`config.mk`:
```
export PLATFORM = sky130hd
export DESIGN_NAME = base64_codec_flat
export DESIGN_NICKNAME = d
export VERILOG_FILES = /design/src/b64_pkg.sv /design/src/b64_ifs.sv /design/src/b64_core.sv /design/src/b64_out_buf.sv /design/src/base64_codec.sv /design/src/flat_wrapper.sv
export SDC_FILE = /design/constraint.sdc
export NUM_CORES = 1
export LEC_CHECK = 0
export ABC_AREA = 1
export BUFFER_PORTS_ARGS = -buffer_cell sky130_fd_sc_hd__buf_2
export CAP_MARGIN = 20
export CORE_ASPECT_RATIO = 0.75
export CORE_MARGIN = 2
export CORE_UTILIZATION = 40
export CTS_CLUSTER_DIAMETER = 50
export DETAILED_ROUTE_END_ITERATION = 10
export GPL_TIMING_DRIVEN = 0
export PLACE_DENSITY = 0.58
export SLEW_MARGIN = 10
export SYNTH_ARGS = -nofsm -noshare
export SYNTH_HDL_FRONTEND = slang
export SYNTH_SLANG_ARGS = --single-unit
```
`constraint.sdc`:
```
create_clock -name clk -period 2.5 [get_ports clk]
set_input_delay 0.25 -clock clk [delete_from_list [all_inputs] [get_ports clk]]
set_output_delay 0.25 -clock clk [all_outputs]
set_load 0.01 [all_outputs]
```
`src/b64_pkg.sv`:
```
package b64_pkg;

	localparam int SLOTS = 4;

	localparam logic [7:0] CHAR_PAD   = 8'h3D;	// '='
	localparam logic [7:0] CHAR_PLUS  = 8'h2B;	// '+'
	localparam logic [7:0] CHAR_SLASH = 8'h2F;	// '/'
	localparam logic [5:0] SEXTET_MAX = 6'd63;

	localparam logic DIR_ENCODE = 1'b0;
	localparam logic DIR_DECODE = 1'b1;

	// Results of one input item, handed from the core to the output buffer
	typedef struct packed {
		logic [SLOTS-1:0][7:0] values;
		logic [2:0]            cnt;
		logic                  last;
	} b64_burst_t;

	function automatic logic [7:0] sextet_to_char(input logic [5:0] v);
		logic [7:0] c;
		if (v < 6'd26)
			c = 8'h41 + {2'b00, v};
		else if (v < 6'd52)
			c = 8'h61 + {2'b00, v - 6'd26};
		else if (v < 6'd62)
			c = 8'h30 + {2'b00, v - 6'd52};
		else if (v == 6'd62)
			c = CHAR_PLUS;
		else
			c = CHAR_SLASH;
		return c;
	endfunction

	// Anything outside the alphabet (pad included) maps to zero
	function automatic logic [5:0] char_to_sextet(input logic [7:0] c);
		logic [7:0] d;
		d = 8'h00;
		if (c >= 8'h41 && c <= 8'h5A)
			d = c - 8'h41;
		else if (c >= 8'h61 && c <= 8'h7A)
			d = c - 8'h61 + 8'd26;
		else if (c >= 8'h30 && c <= 8'h39)
			d = c - 8'h30 + 8'd52;
		else if (c == CHAR_PLUS)
			d = 8'd62;
		else if (c == CHAR_SLASH)
			d = {2'b00, SEXTET_MAX};
		return d[5:0];
	endfunction

endpackage

```
`src/b64_ifs.sv`:
```
interface b64_in_if;
	logic       valid;
	logic       ready;
	logic [7:0] in_value;
	logic       in_last;

	modport source (output valid, output in_value, output in_last, input ready);
	modport sink   (input valid, input in_value, input in_last, output ready);
endinterface

interface b64_out_if;
	logic       valid;
	logic       ready;
	logic [7:0] out_value;
	logic       out_last;

	modport source (output valid, output out_value, output out_last, input ready);
	modport sink   (input valid, input out_value, input out_last, output ready);
endinterface

interface b64_cfg_if;
	logic valid;
	logic ready;
	logic direction;

	modport source (output valid, output direction, input ready);
	modport sink   (input valid, input direction, output ready);
endinterface

```
`src/b64_core.sv`:
```
module b64_core (
	input  logic                clk,
	input  logic                arst_n,
	b64_in_if.sink              in_ch,
	b64_cfg_if.sink             cfg,
	input  logic                buf_free,
	output logic                load,
	output b64_pkg::b64_burst_t burst
);
	import b64_pkg::*;

	// input register
	logic       v_s1;
	logic [7:0] value_s1;
	logic       last_s1;

	// stream state
	logic        dir_q;
	logic [17:0] acc_q;
	logic [1:0]  pbc_q;
	logic [1:0]  gp_q;
	logic [1:0]  pad_q;

	logic [17:0] acc_d;
	logic [1:0]  pbc_d;
	logic [1:0]  gp_d;
	logic [1:0]  pad_d;

	// encode path
	logic [11:0] x12;
	logic [5:0]  c0, c1, fl_sx;
	logic [1:0]  k;
	logic [3:0]  rem;
	logic [1:0]  e_pbc;
	logic        flush;
	logic [1:0]  gpk, gpf, pads_e;
	logic [7:0]  fch;
	b64_burst_t  enc_b;

	// decode path
	logic        is_pad;
	logic [1:0]  padn;
	logic [23:0] full, shifted;
	logic [2:0]  pos;
	logic [2:0]  pads_d;
	logic        done;
	b64_burst_t  dec_b;

	assign load        = v_s1 && buf_free;
	assign in_ch.ready = !v_s1 || buf_free;
	assign cfg.ready   = 1'b1;

	always_ff @(posedge clk or negedge arst_n) begin
		if (!arst_n) begin
			v_s1 <= 1'b0;
		end else if (in_ch.ready) begin
			v_s1 <= in_ch.valid;
		end
	end

	always_ff @(posedge clk) begin
		if (in_ch.valid && in_ch.ready) begin
			value_s1 <= in_ch.in_value;
			last_s1  <= in_ch.in_last;
		end
	end

	// encode: leftover bits + byte -> 1 or 2 sextets; last: flush, pads
	always_comb begin
		x12 = {acc_q[3:0], value_s1};
		c1  = 6'd0;
		case (pbc_q)
			2'd0: begin
				c0 = x12[7:2]; k = 2'd1; rem = {2'b00, x12[1:0]}; e_pbc = 2'd1;
			end
			2'd1: begin
				c0 = x12[9:4]; k = 2'd1; rem = x12[3:0]; e_pbc = 2'd2;
			end
			2'd2: begin
				c0 = x12[11:6]; c1 = x12[5:0]; k = 2'd2; rem = 4'd0; e_pbc = 2'd0;
			end
			default: begin
				c0 = {2'b00, x12[11:8]}; c1 = x12[7:2]; k = 2'd2;
				rem = {2'b00, x12[1:0]}; e_pbc = 2'd1;
			end
		endcase
		flush  = last_s1 && (e_pbc != 2'd0);
		fl_sx  = (e_pbc == 2'd1) ? {rem[1:0], 4'b0000} : {rem, 2'b00};
		fch    = sextet_to_char(fl_sx);
		gpk    = gp_q + k;
		gpf    = gpk + {1'b0, flush};
		pads_e = 2'd0 - gpf;

		enc_b.values[0] = sextet_to_char(c0);
		enc_b.values[1] = (k == 2'd2) ? sextet_to_char(c1) : (flush ? fch : CHAR_PAD);
		enc_b.values[2] = (k == 2'd2 && flush) ? fch : CHAR_PAD;
		enc_b.values[3] = CHAR_PAD;
		enc_b.cnt  = last_s1 ? ({1'b0, k} + {2'b00, flush} + {1'b0, pads_e})
		                     : {1'b0, k};
		enc_b.last = last_s1;
	end

	// decode: collect sextets, release bytes at group end or message end
	always_comb begin
		is_pad  = (value_s1 == CHAR_PAD);
		padn    = pad_q + {1'b0, (gp_q >= 2'd2) && is_pad};
		full    = {acc_q, char_to_sextet(value_s1)};
		pos     = {1'b0, gp_q} + 3'd1;
		done    = (pos == 3'd4) || last_s1;
		case (pos)
			3'd1:    shifted = {full[5:0], 18'd0};
			3'd2:    shifted = {full[11:0], 12'd0};
			3'd3:    shifted = {full[17:0], 6'd0};
			default: shifted = full;
		endcase
		if (pos <= 3'd2)
			pads_d = {1'b0, padn} + 3'd2;
		else if (pos == 3'd3)
			pads_d = {1'b0, padn} + 3'd1;
		else
			pads_d = {1'b0, padn};

		dec_b.values[0] = shifted[23:16];
		dec_b.values[1] = shifted[15:8];
		dec_b.values[2] = shifted[7:0];
		dec_b.values[3] = 8'h00;
		dec_b.cnt  = (!done || pos < 3'd2) ? 3'd0 : 3'd3 - pads_d;
		dec_b.last = last_s1;
	end

	always_comb begin
		if (dir_q == DIR_DECODE) begin
			burst = dec_b;
			if (done) begin
				acc_d = '0; pbc_d = '0; gp_d = '0; pad_d = '0;
			end else begin
				acc_d = full[17:0]; pbc_d = pbc_q; gp_d = pos[1:0]; pad_d = padn;
			end
		end else begin
			burst = enc_b;
			if (last_s1) begin
				acc_d = '0; pbc_d = '0; gp_d = '0; pad_d = '0;
			end else begin
				acc_d = {14'd0, rem}; pbc_d = e_pbc; gp_d = gpk; pad_d = pad_q;
			end
		end
	end

	always_ff @(posedge clk or negedge arst_n) begin
		if (!arst_n) begin
			dir_q <= DIR_ENCODE;
			acc_q <= '0;
			pbc_q <= '0;
			gp_q  <= '0;
			pad_q <= '0;
		end else if (cfg.valid) begin
			dir_q <= cfg.direction;
			acc_q <= '0;
			pbc_q <= '0;
			gp_q  <= '0;
			pad_q <= '0;
		end else if (load) begin
			acc_q <= acc_d;
			pbc_q <= pbc_d;
			gp_q  <= gp_d;
			pad_q <= pad_d;
		end
	end

endmodule

```
`src/b64_out_buf.sv`:
```
module b64_out_buf (
	input  logic                clk,
	input  logic                arst_n,
	input  logic                load,
	input  b64_pkg::b64_burst_t burst,
	output logic                buf_free,
	b64_out_if.source           out_ch
);
	import b64_pkg::*;

	logic [SLOTS-1:0][7:0] values_s2;
	logic [2:0]            cnt_s2;
	logic                  last_s2;
	logic [2:0]            idx_q;
	logic                  busy_q;
	logic                  take;
	logic                  final_take;
	logic                  at_end;

	assign at_end     = (idx_q == cnt_s2 - 3'd1);
	assign take       = busy_q && out_ch.ready;
	assign final_take = take && at_end;
	assign buf_free   = !busy_q || final_take;

	assign out_ch.valid     = busy_q;
	assign out_ch.out_value = values_s2[idx_q[1:0]];
	assign out_ch.out_last  = last_s2 && at_end;

	always_ff @(posedge clk or negedge arst_n) begin
		if (!arst_n) begin
			busy_q <= 1'b0;
			idx_q  <= '0;
		end else if (load) begin
			busy_q <= (burst.cnt != 3'd0);
			idx_q  <= '0;
		end else if (take) begin
			idx_q <= idx_q + 3'd1;
			if (at_end)
				busy_q <= 1'b0;
		end
	end

	always_ff @(posedge clk) begin
		if (load) begin
			values_s2 <= burst.values;
			cnt_s2    <= burst.cnt;
			last_s2   <= burst.last;
		end
	end

endmodule

```
`src/base64_codec.sv`:
```
// base64_codec: streaming base64 encoder/decoder (A-Z a-z 0-9 + /, '=' pad).
// Channels: in_ch (bytes or characters, in_last ends a message), out_ch
// (characters or bytes, out_last on the final result), cfg (direction,
// 0 encode, 1 decode). A cfg transfer also clears the stream state; write it
// only while the codec is idle. cfg.ready is always high.
// An accepted item is registered in the input register, expanded to its
// results and loaded into the output buffer, which offers them on out_ch.
// Throughput: one item per cycle into the input register while the output
// buffer is free; results leave one per cycle through the output buffer
// while out_ch.ready is high; the rate is set by the results per item:
// encode about 1.33 per byte, up to 4 at the last byte; decode up to 3
// at a group end, none for most characters, which leave the buffer free.
// Stall: when out_ch.ready is low the buffer holds its results, the input
// register fills and then in_ch.ready drops; nothing is lost or repeated.
// Reset (arst_n low): direction returns to encode, stream state and both
// registers empty.
module base64_codec (
	input  logic       clk,
	input  logic       arst_n,
	b64_in_if.sink     in_ch,
	b64_out_if.source  out_ch,
	b64_cfg_if.sink    cfg
);
	import b64_pkg::*;

	b64_burst_t burst;
	logic       load;
	logic       buf_free;

	// input register, stream state and per-item result expansion
	b64_core u_core (
		.clk      (clk),
		.arst_n   (arst_n),
		.in_ch    (in_ch),
		.cfg      (cfg),
		.buf_free (buf_free),
		.load     (load),
		.burst    (burst)
	);

	// result register, one transfer per cycle toward out_ch while out_ch.ready is high
	b64_out_buf u_out_buf (
		.clk      (clk),
		.arst_n   (arst_n),
		.load     (load),
		.burst    (burst),
		.buf_free (buf_free),
		.out_ch   (out_ch)
	);

endmodule

```
`src/flat_wrapper.sv`:
```
// flat-port wrapper written by rule: the top's interface ports become plain ports
module base64_codec_flat import b64_pkg::*;
  (clk, arst_n, in_ch_valid, in_ch_in_value, in_ch_in_last, in_ch_ready, out_ch_valid, out_ch_out_value, out_ch_out_last, out_ch_ready, cfg_valid, cfg_direction, cfg_ready);
  b64_in_if in_ch_i ();
  b64_out_if out_ch_i ();
  b64_cfg_if cfg_i ();
  input  logic clk;
  input  logic arst_n;
  input wire logic [$bits(in_ch_i.valid)-1:0] in_ch_valid;
  input wire logic [$bits(in_ch_i.in_value)-1:0] in_ch_in_value;
  input wire logic [$bits(in_ch_i.in_last)-1:0] in_ch_in_last;
  output wire logic [$bits(in_ch_i.ready)-1:0] in_ch_ready;
  output wire logic [$bits(out_ch_i.valid)-1:0] out_ch_valid;
  output wire logic [$bits(out_ch_i.out_value)-1:0] out_ch_out_value;
  output wire logic [$bits(out_ch_i.out_last)-1:0] out_ch_out_last;
  input wire logic [$bits(out_ch_i.ready)-1:0] out_ch_ready;
  input wire logic [$bits(cfg_i.valid)-1:0] cfg_valid;
  input wire logic [$bits(cfg_i.direction)-1:0] cfg_direction;
  output wire logic [$bits(cfg_i.ready)-1:0] cfg_ready;
  assign in_ch_i.valid = in_ch_valid;
  assign in_ch_i.in_value = in_ch_in_value;
  assign in_ch_i.in_last = in_ch_in_last;
  assign in_ch_ready = in_ch_i.ready;
  assign out_ch_valid = out_ch_i.valid;
  assign out_ch_out_value = out_ch_i.out_value;
  assign out_ch_out_last = out_ch_i.out_last;
  assign out_ch_i.ready = out_ch_ready;
  assign cfg_i.valid = cfg_valid;
  assign cfg_i.direction = cfg_direction;
  assign cfg_ready = cfg_i.ready;
  base64_codec u_core (.clk(clk), .arst_n(arst_n), .in_ch(in_ch_i), .out_ch(out_ch_i), .cfg(cfg_i));
endmodule
```
==> results.md <==
- Outcome: complete, but fails checks
- Violated checks: negative setup slack
- # DRC: 0
- Mapped Area: 6350 um^2
- Yosys top cell area share: 0.180
- GP Congestion: 0.890
- Largest net degree at the start of global routing: 31
- Top achievable clock speed: 374 MHz
- Post-synthesis sequential area ratio: 0.298
- VDD IR max: 0.000541 V
- Initial antenna violation count: 0
- Fill cells: 1,504
- Synth warn: 0
- Reg-to-reg startpoint: u_core.u_core.pbc_q[1]$_DFFE_PN0P_
- Worst-path clk slew: 0.07 ns
- # H-tree levels: 3
- Ports: 27
- Vias: 6,206
- Power per cell area: 1010 nW/um^2
- Site row count: 39
- Max-slew violations: 0
- Vias in the first global route: 5,671
- Worst hold path type: primary input to flip-flop
- WL final: 19.4 mm
- Final Cell Area: 8060 um^2
- Dominant cell type by area after synthesis: edfxtp_1
- Async SR Flop Fraction: 0.441
- Initial DRC count: 569
- Worst-Margin Slew: 0.786 ns
- Crit share post-route: 1.07
- I/O Buffers: 25
- Area growth syn-to-layout: 26.9%
- Switching share of power: 0.479
- Die height: 113 um
- Grt ovf: 0
- Kind of critical path: flip-flop to flip-flop
- Critical-path cell list: inv_2, ha_4, buf_8, nor2_4, inv_4, ha_4, xnor2_4, xor2_2, xnor2_1, ha_1, o21ai_1, o21ai_1, a21oi_2, inv_1, nor2_1, nand2_1, nand2_1, nand2_1
- Rel. slew slack: 0.476
- Pre-Repair DR Iteration Count: 5
- Library cells used by synthesis: 52
- Setup WS post-layout: -0.177 ns
- Gr usage total: 0.230
- Layout cell share with drive strength beyond 1: 0.295
- First-pass GRT wire length: 30.0 mm
- Hold depth: 1
- Comb pwr share: 0.614
- Clock Tree Root: clkbuf_16
- Worst path required time: 2.72 ns
- Detailed placement HPWL: 14.1 mm
- Hold path endpoint: u_core.u_core.value_s1[1]$_DFFE_PP_
- Antenna Cells: 0
- Pleak: 0.00377 uW
- Reg power frac: 0.222
- Most used cell, CP: nand2_1
- WP data arrival: 2.90 ns
- Die area: 16,900 um^2
- CTS Buf Count: 9
- Crit. End Element: flip-flop
- Routed Antenna Nets: 0
- Pint: 4220 uW
- Unrepaired setup endpoints after global routing: yes
- Worst Reg-to-Reg Cells: 18
- Proportion of power drawn by the clock network: 0.164
- WL/cell: 16.1 um
- Slowest-stage cell, CP: dfrtp_1
- FF+latch count, synth: 68
- Reg2reg setup slack: -0.18 ns
- CTS sink cnt: 68
- Initial Utilization: 0.413
- Clock Latency Late Sink: 0.34 ns
- Max-Cap Viols: 0
- Setup violators final: 11
- Hold Startpoint: in_ch_in_value[1]
- Buf+Inv Stages, Crit Path: 4
- Die X: 150 um
- Syn_nets: 966
- CP max FO: 3
- Clk_skew: 0.0147 ns
- Reg-to-reg endpoint: u_core.u_out_buf.out_ch.valid$_DFFE_PN0P_
- Post-Synthesis Cells: 905
- Period minus WS final: 2.68 ns
- EDFF count, synth: 38
- TritonCTS clock tree: yes
- Layout Nets: 1,054
- Vias per cell: 5.16
- Core Box Area: 15,400 um^2
- Power, Total: 8110 uW
- Max incr delay on CP: 0.39 ns
- Synth Flop Type: edfxtp_1
- Switching power: 3880 uW
- CP startpoint kind: flip-flop
- Final hold violations: 0
- Avg Cell Area, Syn: 7.02 um^2
- Crit-path leading delay family: adder cells
- Synth area leaders: edfxtp_1 (18%), nand2_1 (17%), dfrtp_1 (12%)
- CTS max path bufs: 2
- Placed Area: 6830 um^2
-- metal layers --
| layer | part of all wire | GRT usage |
|---|---|---|
| met4 | 0.0084 | 0.0432 |
| met2 | 0.42 | 0.328 |
| met1 | 0.50 | 0.356 |
| met5 | 0 | 0 |
| met3 | 0.068 | 0.0488 |
-- cells in the mapped netlist, types with 3 or more instances --
master and n:
a21oi_1 23, a221oi_1 10, buf_1 3, buf_2 9, buf_4 6, buf_6 3, clkbuf_1 7, dfrtp_1 30
edfxtp_1 38, ha_1 46, inv_1 99, inv_2 14, inv_4 3, nand2_1 285, nand2_2 21, nand2_4 6
nand3_1 81, nand3_2 5, nand4_1 9, nor2_1 65, nor2_2 3, nor2_4 9, nor3_1 4, o211ai_1 3
o21ai_0 32, o21ai_1 12, o21ai_2 4, o22ai_1 13, o311ai_0 5, o31ai_1 4, or2_2 3, xnor2_1 6
xor2_1 20
-- power by group through the flow --
stage	Sequential [uW]	Clock, uW	Combinational (uW)
2_1_floorplan	1750	0	2970
3_3_place_gp	1830	0	4040
3_5_place_dp	1830	0	4090
4_1_cts	1800	1350	4440
5_1_grt	1830	1390	5520
6_report	1800	1330	4980
-- worst max path at each step --
| stage | slack, ns | endpoint | startpoint | depth (start not counted) |
|---|---|---|---|---|
| global placement | -0.56 | u_core.u_out_buf.out_ch.valid$_DFFE_PN0P_ | u_core.u_core.pbc_q[1]$_DFFE_PN0P_ | 18 |
| detailed placement | -0.56 | u_core.u_out_buf.out_ch.valid$_DFFE_PN0P_ | u_core.u_core.pbc_q[1]$_DFFE_PN0P_ | 18 |
| CTS | -0.16 | u_core.u_out_buf.out_ch.valid$_DFFE_PN0P_ | u_core.u_core.pbc_q[0]$_DFFE_PN0P_ | 17 |
| finish | -0.18 | u_core.u_out_buf.out_ch.valid$_DFFE_PN0P_ | u_core.u_core.pbc_q[1]$_DFFE_PN0P_ | 18 |
| global route | -0.32 | u_core.u_out_buf.out_ch.valid$_DFFE_PN0P_ | u_core.u_core.pbc_q[1]$_DFFE_PN0P_ | 18 |
| floorplan | -0.06 | u_core.u_out_buf.out_ch.valid$_DFFE_PN0P_ | u_core.u_core.pbc_q[1]$_DFFE_PN0P_ | 18 |
-- worst reg2reg max path, stage by stage (launching register included) --
cell	delay [ns]
dfrtp_1	0.39
inv_2	0.08
ha_4	0.17
buf_8	0.12
nor2_4	0.17
inv_4	0.07
ha_4	0.18
xnor2_4	0.15
xor2_2	0.18
xnor2_1	0.14
ha_1	0.24
o21ai_1	0.08
o21ai_1	0.10
a21oi_2	0.16
inv_1	0.08
nor2_1	0.08
nand2_1	0.06
nand2_1	0.06
nand2_1	0.05
-- flip-flops by register name, indices dropped and copies added (netlist names), 2 cells and up --
| name | flops |
|---|---|
| u_core.u_core.acc_q | 18 |
| u_core.u_core.pbc_q | 2 |
| u_core.u_out_buf.values_s2 | 25 |
| u_core.u_core.value_s1 | 8 |
| u_core.u_core.gp_q | 2 |
| u_core.u_core.pad_q | 2 |
| u_core.u_out_buf.idx_q | 3 |
| u_core.u_out_buf.cnt_s2 | 3 |
-- through the flow --
step | std cells | util | setup slack [ns] | setup TNS, ns | hold slack [ns]
3_5_place_dp | 1136 | 0.445 | -0.558 | -4.67 | 0.367
2_1_floorplan | 905 | - | -0.0590 | -0.0590 | -0.0456
3_3_place_gp | 1135 | 0.443 | -0.555 | -7.83 | 0.367
5_1_grt | 1203 | 0.524 | -0.319 | -2.43 | 0.0718
4_1_cts | 1185 | 0.496 | -0.163 | -0.292 | 0.0702
6_report | 1203 | 0.524 | -0.177 | -0.770 | 0.0752
-- cells by family (layout without fill, tap and decap cells) --
| logic type | count (synthesis) | after routing | share of synthesized area |
|---|---|---|---|
| AO/OA/AOI/OAI | 119 | 119 | 0.119 |
| XOR/XNOR | 27 | 27 | 0.0384 |
| adder cells (fa/ha/maj) | 46 | 46 | 0.0906 |
| buffers and inverters | 146 | 238 | 0.0965 |
| flip-flops | 68 | 68 | 0.298 |
| other | 1 | 1 | 0.000590 |
| AND/OR/NAND/NOR | 498 | 499 | 0.357 |
-- repair_timing --
item / CTS / global route
hold buffers: 1 / 0
buffers inserted: 32 / 18
pin swaps: 28 / 25
gates resized for setup: 58 / 88
endpoints found under the setup margin: 20 / 31
gates cloned: 2 / 0
endpoints found under the hold margin: 3 / 0
-- placed cells by master (no fill, tap or decap), types with 7 or more instances in the layout --
master	n
nand2_1	241
inv_1	86
nand3_1	69
nand2_2	59
nor2_1	59
buf_4	51
edfxtp_1	38
buf_2	32
ha_1	28
dfrtp_1	27
o21ai_0	25
inv_2	21
a21oi_1	21
xor2_1	18
nand3_2	15
o21ai_1	14
nor2_4	13
nand2_4	13
o22ai_1	13
ha_4	12
a221oi_1	10
nand4_1	9
clkbuf_16	9
inv_4	7
clkbuf_1	7
-- final cells by class --
class / count / area, um^2 / area share
plain buffers: 26 / 178 / 0.0220
well taps: 205 / 256 / 0.0318
flip-flops and latches: 68 / 1900 / 0.235
clock inverters: 7 / 81.3 / 0.0101
multi-input cells: 692 / 4390 / 0.544
repair buffers: 78 / 563 / 0.0698
clock buffers: 9 / 225 / 0.0279
inverters: 118 / 474 / 0.0588
Power figures use the tool's default switching activity.
